[src/rtl/aes_pkg.sv]
// Package with AES types, constants and byte-level functions.
package aes_pkg;

    localparam int unsigned MaxRoundsDefault = 14;
    localparam int unsigned CfgIdxWidth      = 3;
    localparam int unsigned CfgDataWidth     = 64;

    localparam logic [CfgIdxWidth-1:0] CFG_KEY_SIZE = 3'd0;
    localparam logic [CfgIdxWidth-1:0] CFG_KEY_A    = 3'd1;
    localparam logic [CfgIdxWidth-1:0] CFG_KEY_B    = 3'd2;
    localparam logic [CfgIdxWidth-1:0] CFG_KEY_C    = 3'd3;
    localparam logic [CfgIdxWidth-1:0] CFG_KEY_D    = 3'd4;

    localparam logic [1:0] KEY_128 = 2'd0;
    localparam logic [1:0] KEY_192 = 2'd1;

    localparam logic FUNC_ENC = 1'b0;

    typedef struct packed {
        logic        func;
        logic [63:0] block_high;
        logic [63:0] block_low;
    } t_in_beat;

    typedef struct packed {
        logic [63:0] out_high;
        logic [63:0] out_low;
    } t_out_beat;

    // Controller to datapath commands.
    typedef struct packed {
        logic capture;    // register the accepted input block
        logic key_start;  // begin expansion
        logic key_step;   // produce one expanded word
        logic load;       // load input block and apply first round key
        logic round;      // one middle round
        logic last;       // final round
        logic inverse;    // decrypt direction
    } t_cmd;

    // Datapath to controller status.
    typedef struct packed {
        logic key_done;
    } t_status;

    localparam logic [7:0] SBOX [256] = '{
    8'h63,8'h7c,8'h77,8'h7b,8'hf2,8'h6b,8'h6f,8'hc5,8'h30,8'h01,8'h67,8'h2b,8'hfe,8'hd7,8'hab,8'h76,
    8'hca,8'h82,8'hc9,8'h7d,8'hfa,8'h59,8'h47,8'hf0,8'had,8'hd4,8'ha2,8'haf,8'h9c,8'ha4,8'h72,8'hc0,
    8'hb7,8'hfd,8'h93,8'h26,8'h36,8'h3f,8'hf7,8'hcc,8'h34,8'ha5,8'he5,8'hf1,8'h71,8'hd8,8'h31,8'h15,
    8'h04,8'hc7,8'h23,8'hc3,8'h18,8'h96,8'h05,8'h9a,8'h07,8'h12,8'h80,8'he2,8'heb,8'h27,8'hb2,8'h75,
    8'h09,8'h83,8'h2c,8'h1a,8'h1b,8'h6e,8'h5a,8'ha0,8'h52,8'h3b,8'hd6,8'hb3,8'h29,8'he3,8'h2f,8'h84,
    8'h53,8'hd1,8'h00,8'hed,8'h20,8'hfc,8'hb1,8'h5b,8'h6a,8'hcb,8'hbe,8'h39,8'h4a,8'h4c,8'h58,8'hcf,
    8'hd0,8'hef,8'haa,8'hfb,8'h43,8'h4d,8'h33,8'h85,8'h45,8'hf9,8'h02,8'h7f,8'h50,8'h3c,8'h9f,8'ha8,
    8'h51,8'ha3,8'h40,8'h8f,8'h92,8'h9d,8'h38,8'hf5,8'hbc,8'hb6,8'hda,8'h21,8'h10,8'hff,8'hf3,8'hd2,
    8'hcd,8'h0c,8'h13,8'hec,8'h5f,8'h97,8'h44,8'h17,8'hc4,8'ha7,8'h7e,8'h3d,8'h64,8'h5d,8'h19,8'h73,
    8'h60,8'h81,8'h4f,8'hdc,8'h22,8'h2a,8'h90,8'h88,8'h46,8'hee,8'hb8,8'h14,8'hde,8'h5e,8'h0b,8'hdb,
    8'he0,8'h32,8'h3a,8'h0a,8'h49,8'h06,8'h24,8'h5c,8'hc2,8'hd3,8'hac,8'h62,8'h91,8'h95,8'he4,8'h79,
    8'he7,8'hc8,8'h37,8'h6d,8'h8d,8'hd5,8'h4e,8'ha9,8'h6c,8'h56,8'hf4,8'hea,8'h65,8'h7a,8'hae,8'h08,
    8'hba,8'h78,8'h25,8'h2e,8'h1c,8'ha6,8'hb4,8'hc6,8'he8,8'hdd,8'h74,8'h1f,8'h4b,8'hbd,8'h8b,8'h8a,
    8'h70,8'h3e,8'hb5,8'h66,8'h48,8'h03,8'hf6,8'h0e,8'h61,8'h35,8'h57,8'hb9,8'h86,8'hc1,8'h1d,8'h9e,
    8'he1,8'hf8,8'h98,8'h11,8'h69,8'hd9,8'h8e,8'h94,8'h9b,8'h1e,8'h87,8'he9,8'hce,8'h55,8'h28,8'hdf,
    8'h8c,8'ha1,8'h89,8'h0d,8'hbf,8'he6,8'h42,8'h68,8'h41,8'h99,8'h2d,8'h0f,8'hb0,8'h54,8'hbb,8'h16
    };

    localparam logic [7:0] INV_SBOX [256] = '{
    8'h52,8'h09,8'h6a,8'hd5,8'h30,8'h36,8'ha5,8'h38,8'hbf,8'h40,8'ha3,8'h9e,8'h81,8'hf3,8'hd7,8'hfb,
    8'h7c,8'he3,8'h39,8'h82,8'h9b,8'h2f,8'hff,8'h87,8'h34,8'h8e,8'h43,8'h44,8'hc4,8'hde,8'he9,8'hcb,
    8'h54,8'h7b,8'h94,8'h32,8'ha6,8'hc2,8'h23,8'h3d,8'hee,8'h4c,8'h95,8'h0b,8'h42,8'hfa,8'hc3,8'h4e,
    8'h08,8'h2e,8'ha1,8'h66,8'h28,8'hd9,8'h24,8'hb2,8'h76,8'h5b,8'ha2,8'h49,8'h6d,8'h8b,8'hd1,8'h25,
    8'h72,8'hf8,8'hf6,8'h64,8'h86,8'h68,8'h98,8'h16,8'hd4,8'ha4,8'h5c,8'hcc,8'h5d,8'h65,8'hb6,8'h92,
    8'h6c,8'h70,8'h48,8'h50,8'hfd,8'hed,8'hb9,8'hda,8'h5e,8'h15,8'h46,8'h57,8'ha7,8'h8d,8'h9d,8'h84,
    8'h90,8'hd8,8'hab,8'h00,8'h8c,8'hbc,8'hd3,8'h0a,8'hf7,8'he4,8'h58,8'h05,8'hb8,8'hb3,8'h45,8'h06,
    8'hd0,8'h2c,8'h1e,8'h8f,8'hca,8'h3f,8'h0f,8'h02,8'hc1,8'haf,8'hbd,8'h03,8'h01,8'h13,8'h8a,8'h6b,
    8'h3a,8'h91,8'h11,8'h41,8'h4f,8'h67,8'hdc,8'hea,8'h97,8'hf2,8'hcf,8'hce,8'hf0,8'hb4,8'he6,8'h73,
    8'h96,8'hac,8'h74,8'h22,8'he7,8'had,8'h35,8'h85,8'he2,8'hf9,8'h37,8'he8,8'h1c,8'h75,8'hdf,8'h6e,
    8'h47,8'hf1,8'h1a,8'h71,8'h1d,8'h29,8'hc5,8'h89,8'h6f,8'hb7,8'h62,8'h0e,8'haa,8'h18,8'hbe,8'h1b,
    8'hfc,8'h56,8'h3e,8'h4b,8'hc6,8'hd2,8'h79,8'h20,8'h9a,8'hdb,8'hc0,8'hfe,8'h78,8'hcd,8'h5a,8'hf4,
    8'h1f,8'hdd,8'ha8,8'h33,8'h88,8'h07,8'hc7,8'h31,8'hb1,8'h12,8'h10,8'h59,8'h27,8'h80,8'hec,8'h5f,
    8'h60,8'h51,8'h7f,8'ha9,8'h19,8'hb5,8'h4a,8'h0d,8'h2d,8'he5,8'h7a,8'h9f,8'h93,8'hc9,8'h9c,8'hef,
    8'ha0,8'he0,8'h3b,8'h4d,8'hae,8'h2a,8'hf5,8'hb0,8'hc8,8'heb,8'hbb,8'h3c,8'h83,8'h53,8'h99,8'h61,
    8'h17,8'h2b,8'h04,8'h7e,8'hba,8'h77,8'hd6,8'h26,8'he1,8'h69,8'h14,8'h63,8'h55,8'h21,8'h0c,8'h7d
    };

    function automatic logic [7:0] xt(input logic [7:0] b);
        xt = {b[6:0], 1'b0} ^ (b[7] ? 8'h1b : 8'h00);
    endfunction

    function automatic logic [31:0] sub_word(input logic [31:0] w);
        sub_word = {SBOX[w[31:24]], SBOX[w[23:16]], SBOX[w[15:8]], SBOX[w[7:0]]};
    endfunction

endpackage

[src/rtl/aes_ctrl.sv]
// AES controller: key expansion sequencing and round sequencing.
module aes_ctrl #(
    parameter int unsigned MAX_ROUNDS = aes_pkg::MaxRoundsDefault
) (
    input  logic             i_clk,
    input  logic             i_rst_n,
    input  logic             i_cfg_we,
    input  logic [1:0]       i_key_size,
    input  logic             i_in_valid,
    output logic             o_in_ready,
    input  logic             i_in_func,
    output logic             o_out_valid,
    input  logic             i_out_ready,
    input  aes_pkg::t_status i_status,
    output aes_pkg::t_cmd    o_cmd,
    output logic [$clog2(4*(MAX_ROUNDS+1))-1:0] o_rk_addr
);
    import aes_pkg::*;

    localparam int unsigned AW = $clog2(4 * (MAX_ROUNDS + 1));
    localparam int unsigned RCW = $clog2(MAX_ROUNDS + 1);

    typedef enum logic [2:0] {
        S_IDLE, S_KSTART, S_KEXP, S_FETCH, S_LOAD, S_ROUND, S_LAST, S_OUT
    } t_state;

    t_state         r_state;
    logic           r_keys_ready;
    logic           r_inv;
    logic [RCW-1:0] r_rnd;
    logic [RCW-1:0] nr;
    logic [3:0]     nr_full;

    always_comb begin
        case (i_key_size)
            KEY_128: nr_full = 4'd10;
            KEY_192: nr_full = 4'd12;
            default: nr_full = 4'd14;
        endcase
        nr = (32'(nr_full) > MAX_ROUNDS) ? RCW'(MAX_ROUNDS) : RCW'(nr_full);
    end

    // Round key index used in the current (or next) round.
    logic [RCW-1:0] key_row;
    always_comb begin
        key_row = r_inv ? (nr - r_rnd) : r_rnd;
        o_rk_addr = AW'({key_row, 2'b00});
    end

    always_comb begin
        o_cmd = '0;
        o_cmd.capture   = (r_state == S_IDLE) && i_in_valid;
        o_cmd.inverse   = r_inv;
        o_cmd.key_start = (r_state == S_KSTART);
        o_cmd.key_step  = (r_state == S_KEXP);
        o_cmd.load      = (r_state == S_LOAD);
        o_cmd.round     = (r_state == S_ROUND);
        o_cmd.last      = (r_state == S_LAST);
    end

    assign o_in_ready  = (r_state == S_IDLE);
    assign o_out_valid = (r_state == S_OUT);

    // The round key for round r is fetched ahead (registered RAM read), so in
    // S_FETCH, S_LOAD and S_ROUND r_rnd names the key consumed in the next cycle.
    always_ff @(posedge i_clk) begin
        if (!i_rst_n) begin
            r_state      <= S_IDLE;
            r_keys_ready <= 1'b0;
            r_inv        <= 1'b0;
            r_rnd        <= '0;
        end else begin
            if (i_cfg_we) begin
                r_keys_ready <= 1'b0;
            end
            case (r_state)
                S_IDLE: begin
                    r_rnd <= '0;
                    if (i_in_valid) begin
                        r_inv   <= (i_in_func != FUNC_ENC);
                        r_state <= r_keys_ready ? S_FETCH : S_KSTART;
                    end
                end
                S_KSTART: r_state <= S_KEXP;
                S_KEXP: begin
                    if (i_status.key_done) begin
                        r_keys_ready <= 1'b1;
                        r_state      <= S_FETCH;
                    end
                end
                S_FETCH: begin
                    r_rnd   <= r_rnd + 1'b1;
                    r_state <= S_LOAD;
                end
                S_LOAD: begin
                    r_rnd   <= r_rnd + 1'b1;
                    r_state <= (r_rnd == nr) ? S_LAST : S_ROUND;
                end
                S_ROUND: begin
                    r_rnd <= r_rnd + 1'b1;
                    if (r_rnd == nr) begin
                        r_state <= S_LAST;
                    end
                end
                S_LAST: r_state <= S_OUT;
                S_OUT: begin
                    if (i_out_ready) begin
                        r_state <= S_IDLE;
                    end
                end
                default: r_state <= S_IDLE;
            endcase
        end
    end
endmodule

[config.mk]
export PLATFORM = sky130hd
export DESIGN_NAME = aes_ctrl
export DESIGN_NICKNAME = d
export VERILOG_FILES = /design/src/rtl/aes_pkg.sv /design/src/rtl/aes_ctrl.sv
export SDC_FILE = /design/constraint.sdc
export NUM_CORES = 1
export LEC_CHECK = 0
export ABC_AREA = 1
export BUFFER_PORTS_ARGS = -buffer_cell sky130_fd_sc_hd__buf_2
export CAP_MARGIN = 20
export CORE_MARGIN = 1.5
export CORE_UTILIZATION = 47
export CTS_CLUSTER_SIZE = 20
export DETAILED_ROUTE_END_ITERATION = 10
export GPL_TIMING_DRIVEN = 0
export PLACE_DENSITY = 0.74
export SKIP_CTS_REPAIR_TIMING = 1
export SYNTH_ARGS = -nofsm -noshare
export SYNTH_HDL_FRONTEND = slang
export SYNTH_SLANG_ARGS = --single-unit
[constraint.sdc]
create_clock -name i_clk -period 3.6 [get_ports i_clk]
set_input_delay 0.72 -clock i_clk [delete_from_list [all_inputs] [get_ports i_clk]]
set_output_delay 0.72 -clock i_clk [all_outputs]
set_load 0.03 [all_outputs]
==> metrics.txt <==
post-detailed-route count of antenna-violating nets 0; detailed-router iteration count before antenna repair 7; synthesized flop and latch total 9; reported max-cap violation count 0; number of slew-limit violations in the final report 0; number of clock buffers inserted by TritonCTS 3; largest clock skew in the final design 0.00105 ns; peak clock frequency supported by timing 350 MHz; post-DP HPWL 1430 microns; vias in the first global route 666; total power draw 0.714 mW; Hold/Removal Path Class register to register; worst r2r dst r_state[1]; pin count of the biggest net entering global routing 10; antenna violations before repair 0; share of synthesized area occupied by flip-flops and latches 22.4%; initial drt markers 17; Min-Delay Path Depth 2; worst setup margin 0.744 ns; Clock Sink Count 9; deepest clock path buffer count 2; share of final-layout standard cells stronger than drive strength 1 33.6%; critical path arrival 2.14 ns; Post-Synthesis Mean Instance Area 6.55 sq um; Leak 0.539 nW; unrepaired setup endpoints after global routing no; Final min period 2.86 ns; required time of the worst setup path 2.88 ns; library cells used by synthesis 25; net count of the finished layout 164; Register-to-Register Path Depth 11; area of the die 0.00197 sq mm; GRT Residual Overflow 0; detailed-route wire length 1710 microns; initial cell density of the core 51.7%; CTS Root Buffer Type sky130_fd_sc_hd__clkbuf_4; count of port buffers added during placement 21; final weighted congestion of routability-driven global placement 0.883; sum of negative setup slack 0 ns; violations in the final reports DRC; synthesized netlist cell count 123; Worst-Skew Late Latency 0.26 ns; routed length per instance 10.3 microns; number of ports placed on the die boundary 24; Rows 14; startpoint types primary input; setup slack on the worst flop-to-flop path 2.02 ns; Residual DRC 2; netlist area before placement 806 sq um; setup-violating endpoint count in the final report 0; peak fanout along the critical path 5; die boundary width 44.4 microns; area growth from synthesis to layout 19.3%; share of the cycle needed by the critical path after routing 79.3%; startpoint-to-endpoint class of the critical path primary input to output pin; maximum resistive drop on vdd 0.367 mV; first-pass GRT wire length 2840 microns; overall routing resource usage 19.9%; Hold Slack 0.489 ns; critical path endpoint category output pin; detailed-route via count 810; power density over cell area 743 mW/mm^2; Hold Crit Endpoint r_keys_ready; CTS H-tree lvls 1; area inside the core boundary 0.00156 sq mm; TritonCTS clock tree done; startpoint of the worst register-to-register path r_rnd[1]; Diodes inserted 0; clk slew on worst S/H paths 0.06 ns; Yosys warning total 0; number of failing hold endpoints at the final stage 0; average via count per standard cell 4.91; die boundary height 44.4 microns; Worst Hold Launch r_keys_ready; dpl ws 0.734 ns; run status complete, but fails checks
[flip-flops by register name, indices dropped and copies added, names as in the netlist]
name,flops
r_inv,1
r_keys_ready,1
r_rnd,4
r_state,3
[power breakdown]
| part | internal (mW) | leakage (nW) | total [mW] | switching (mW) |
|---|---|---|---|---|
| Clock | 0.0428 | 0.0150 | 0.0794 | 0.0366 |
| Combinational | 0.159 | 0.451 | 0.485 | 0.326 |
| Sequential | 0.124 | 0.0735 | 0.149 | 0.0255 |
| Total | 0.326 | 0.539 | 0.714 | 0.388 |
[kinds of logic (layout without fill, tap and decap cells)]
group | Yosys count | after routing | share of synthesized area [%]
DFF | 9 | 9 | 22.4
xor gates and xnor gates | 2 | 2 | 2.17
buffers and inverters | 27 | 52 | 16.6
and+or+nand+nor | 67 | 67 | 41.9
AOI/OAI and AO/OA | 12 | 12 | 7.76
other | 1 | 2 | 0.465
adders and majority gates | 5 | 5 | 8.70
[layout by cell type (no fill, tap or decap)]
cell type | Yosys | final
sky130_fd_sc_hd__clkbuf_4 | 0 | 3
sky130_fd_sc_hd__nand2_4 | 2 | 2
sky130_fd_sc_hd__nand3_1 | 10 | 10
sky130_fd_sc_hd__nor3_1 | 2 | 2
sky130_fd_sc_hd__nand3_2 | 3 | 3
sky130_fd_sc_hd__fa_1 | 1 | 1
sky130_fd_sc_hd__nand2_1 | 25 | 25
sky130_fd_sc_hd__buf_6 | 2 | 2
sky130_fd_sc_hd__inv_2 | 4 | 4
sky130_fd_sc_hd__o21ai_0 | 3 | 3
sky130_fd_sc_hd__nor2_2 | 3 | 3
sky130_fd_sc_hd__nand4_1 | 1 | 1
sky130_fd_sc_hd__ha_1 | 4 | 4
sky130_fd_sc_hd__clkbuf_1 | 0 | 1
sky130_fd_sc_hd__buf_2 | 0 | 21
sky130_fd_sc_hd__xnor2_1 | 1 | 1
sky130_fd_sc_hd__conb_1 | 1 | 2
sky130_fd_sc_hd__or2_2 | 1 | 1
sky130_fd_sc_hd__inv_4 | 1 | 1
sky130_fd_sc_hd__xor2_1 | 1 | 1
sky130_fd_sc_hd__a21oi_1 | 8 | 8
sky130_fd_sc_hd__nor2_4 | 2 | 2
sky130_fd_sc_hd__dfxtp_1 | 9 | 9
sky130_fd_sc_hd__nand2_2 | 4 | 4
sky130_fd_sc_hd__nor2_1 | 14 | 14
sky130_fd_sc_hd__o21bai_1 | 1 | 1
sky130_fd_sc_hd__buf_4 | 4 | 4
sky130_fd_sc_hd__inv_1 | 16 | 16
[worst max-delay path, stage by stage]
cell and delay, ns:
sky130_fd_sc_hd__buf_2 0.10, sky130_fd_sc_hd__or2_2 0.30, sky130_fd_sc_hd__ha_1 0.38, sky130_fd_sc_hd__nand3_1 0.11
sky130_fd_sc_hd__a21oi_1 0.18, sky130_fd_sc_hd__xor2_1 0.14, sky130_fd_sc_hd__buf_2 0.21
[metrics by stage]
step,util (%),std cells,instance area [sq um]
after detailed placement,60.0,161,935
after CTS,61.6,165,961
final,61.6,165,961
after global routing,61.6,165,961
after floorplan,-,124,810
after global placement,60.0,161,935
[cells in the mapped netlist (all sizes together)]
master	number	share of area (%)
a21oi	8	5.0
buf	6	6.5
conb	1	0.47
dfxtp	9	22
fa	1	2.5
ha	4	6.2
inv	21	10
nand2	31	18
nand3	13	9.9
nand4	1	0.78
nor2	19	12
nor3	2	1.2
o21ai	3	1.9
o21bai	1	0.93
or2	1	0.78
xnor2	1	1.1
xor2	1	1.1
[final cells by class]
type	count	area (sq um)
multi-input combinational	88	495
inverter	21	81.3
buffer	6	52.6
tap	16	20.0
timing repair buffer	21	105
clock buffer	4	26.3
fill	150	598
sequential	9	180
[layer usage]
layer  routed length [microns]  track usage, %
met5                         0               0
met4                        36            10.9
met3                        68            3.67
met2                       816            31.2
met1                       785            25.8
[worst max path at each step]
stage                              from      endpoint  slack, ns  cells past startpoint
after floorplan           i_key_size[0]  o_rk_addr[4]       0.73                      4
after global placement    i_key_size[0]  o_rk_addr[5]       0.77                      7
after detailed placement  i_key_size[0]  o_rk_addr[5]       0.73                      7
after CTS                 i_key_size[0]  o_rk_addr[5]       0.73                      7
after global routing      i_key_size[0]  o_rk_addr[5]       0.62                      7
final                     i_key_size[0]  o_rk_addr[5]       0.74                      7
Power figures use the tool's default switching activity.
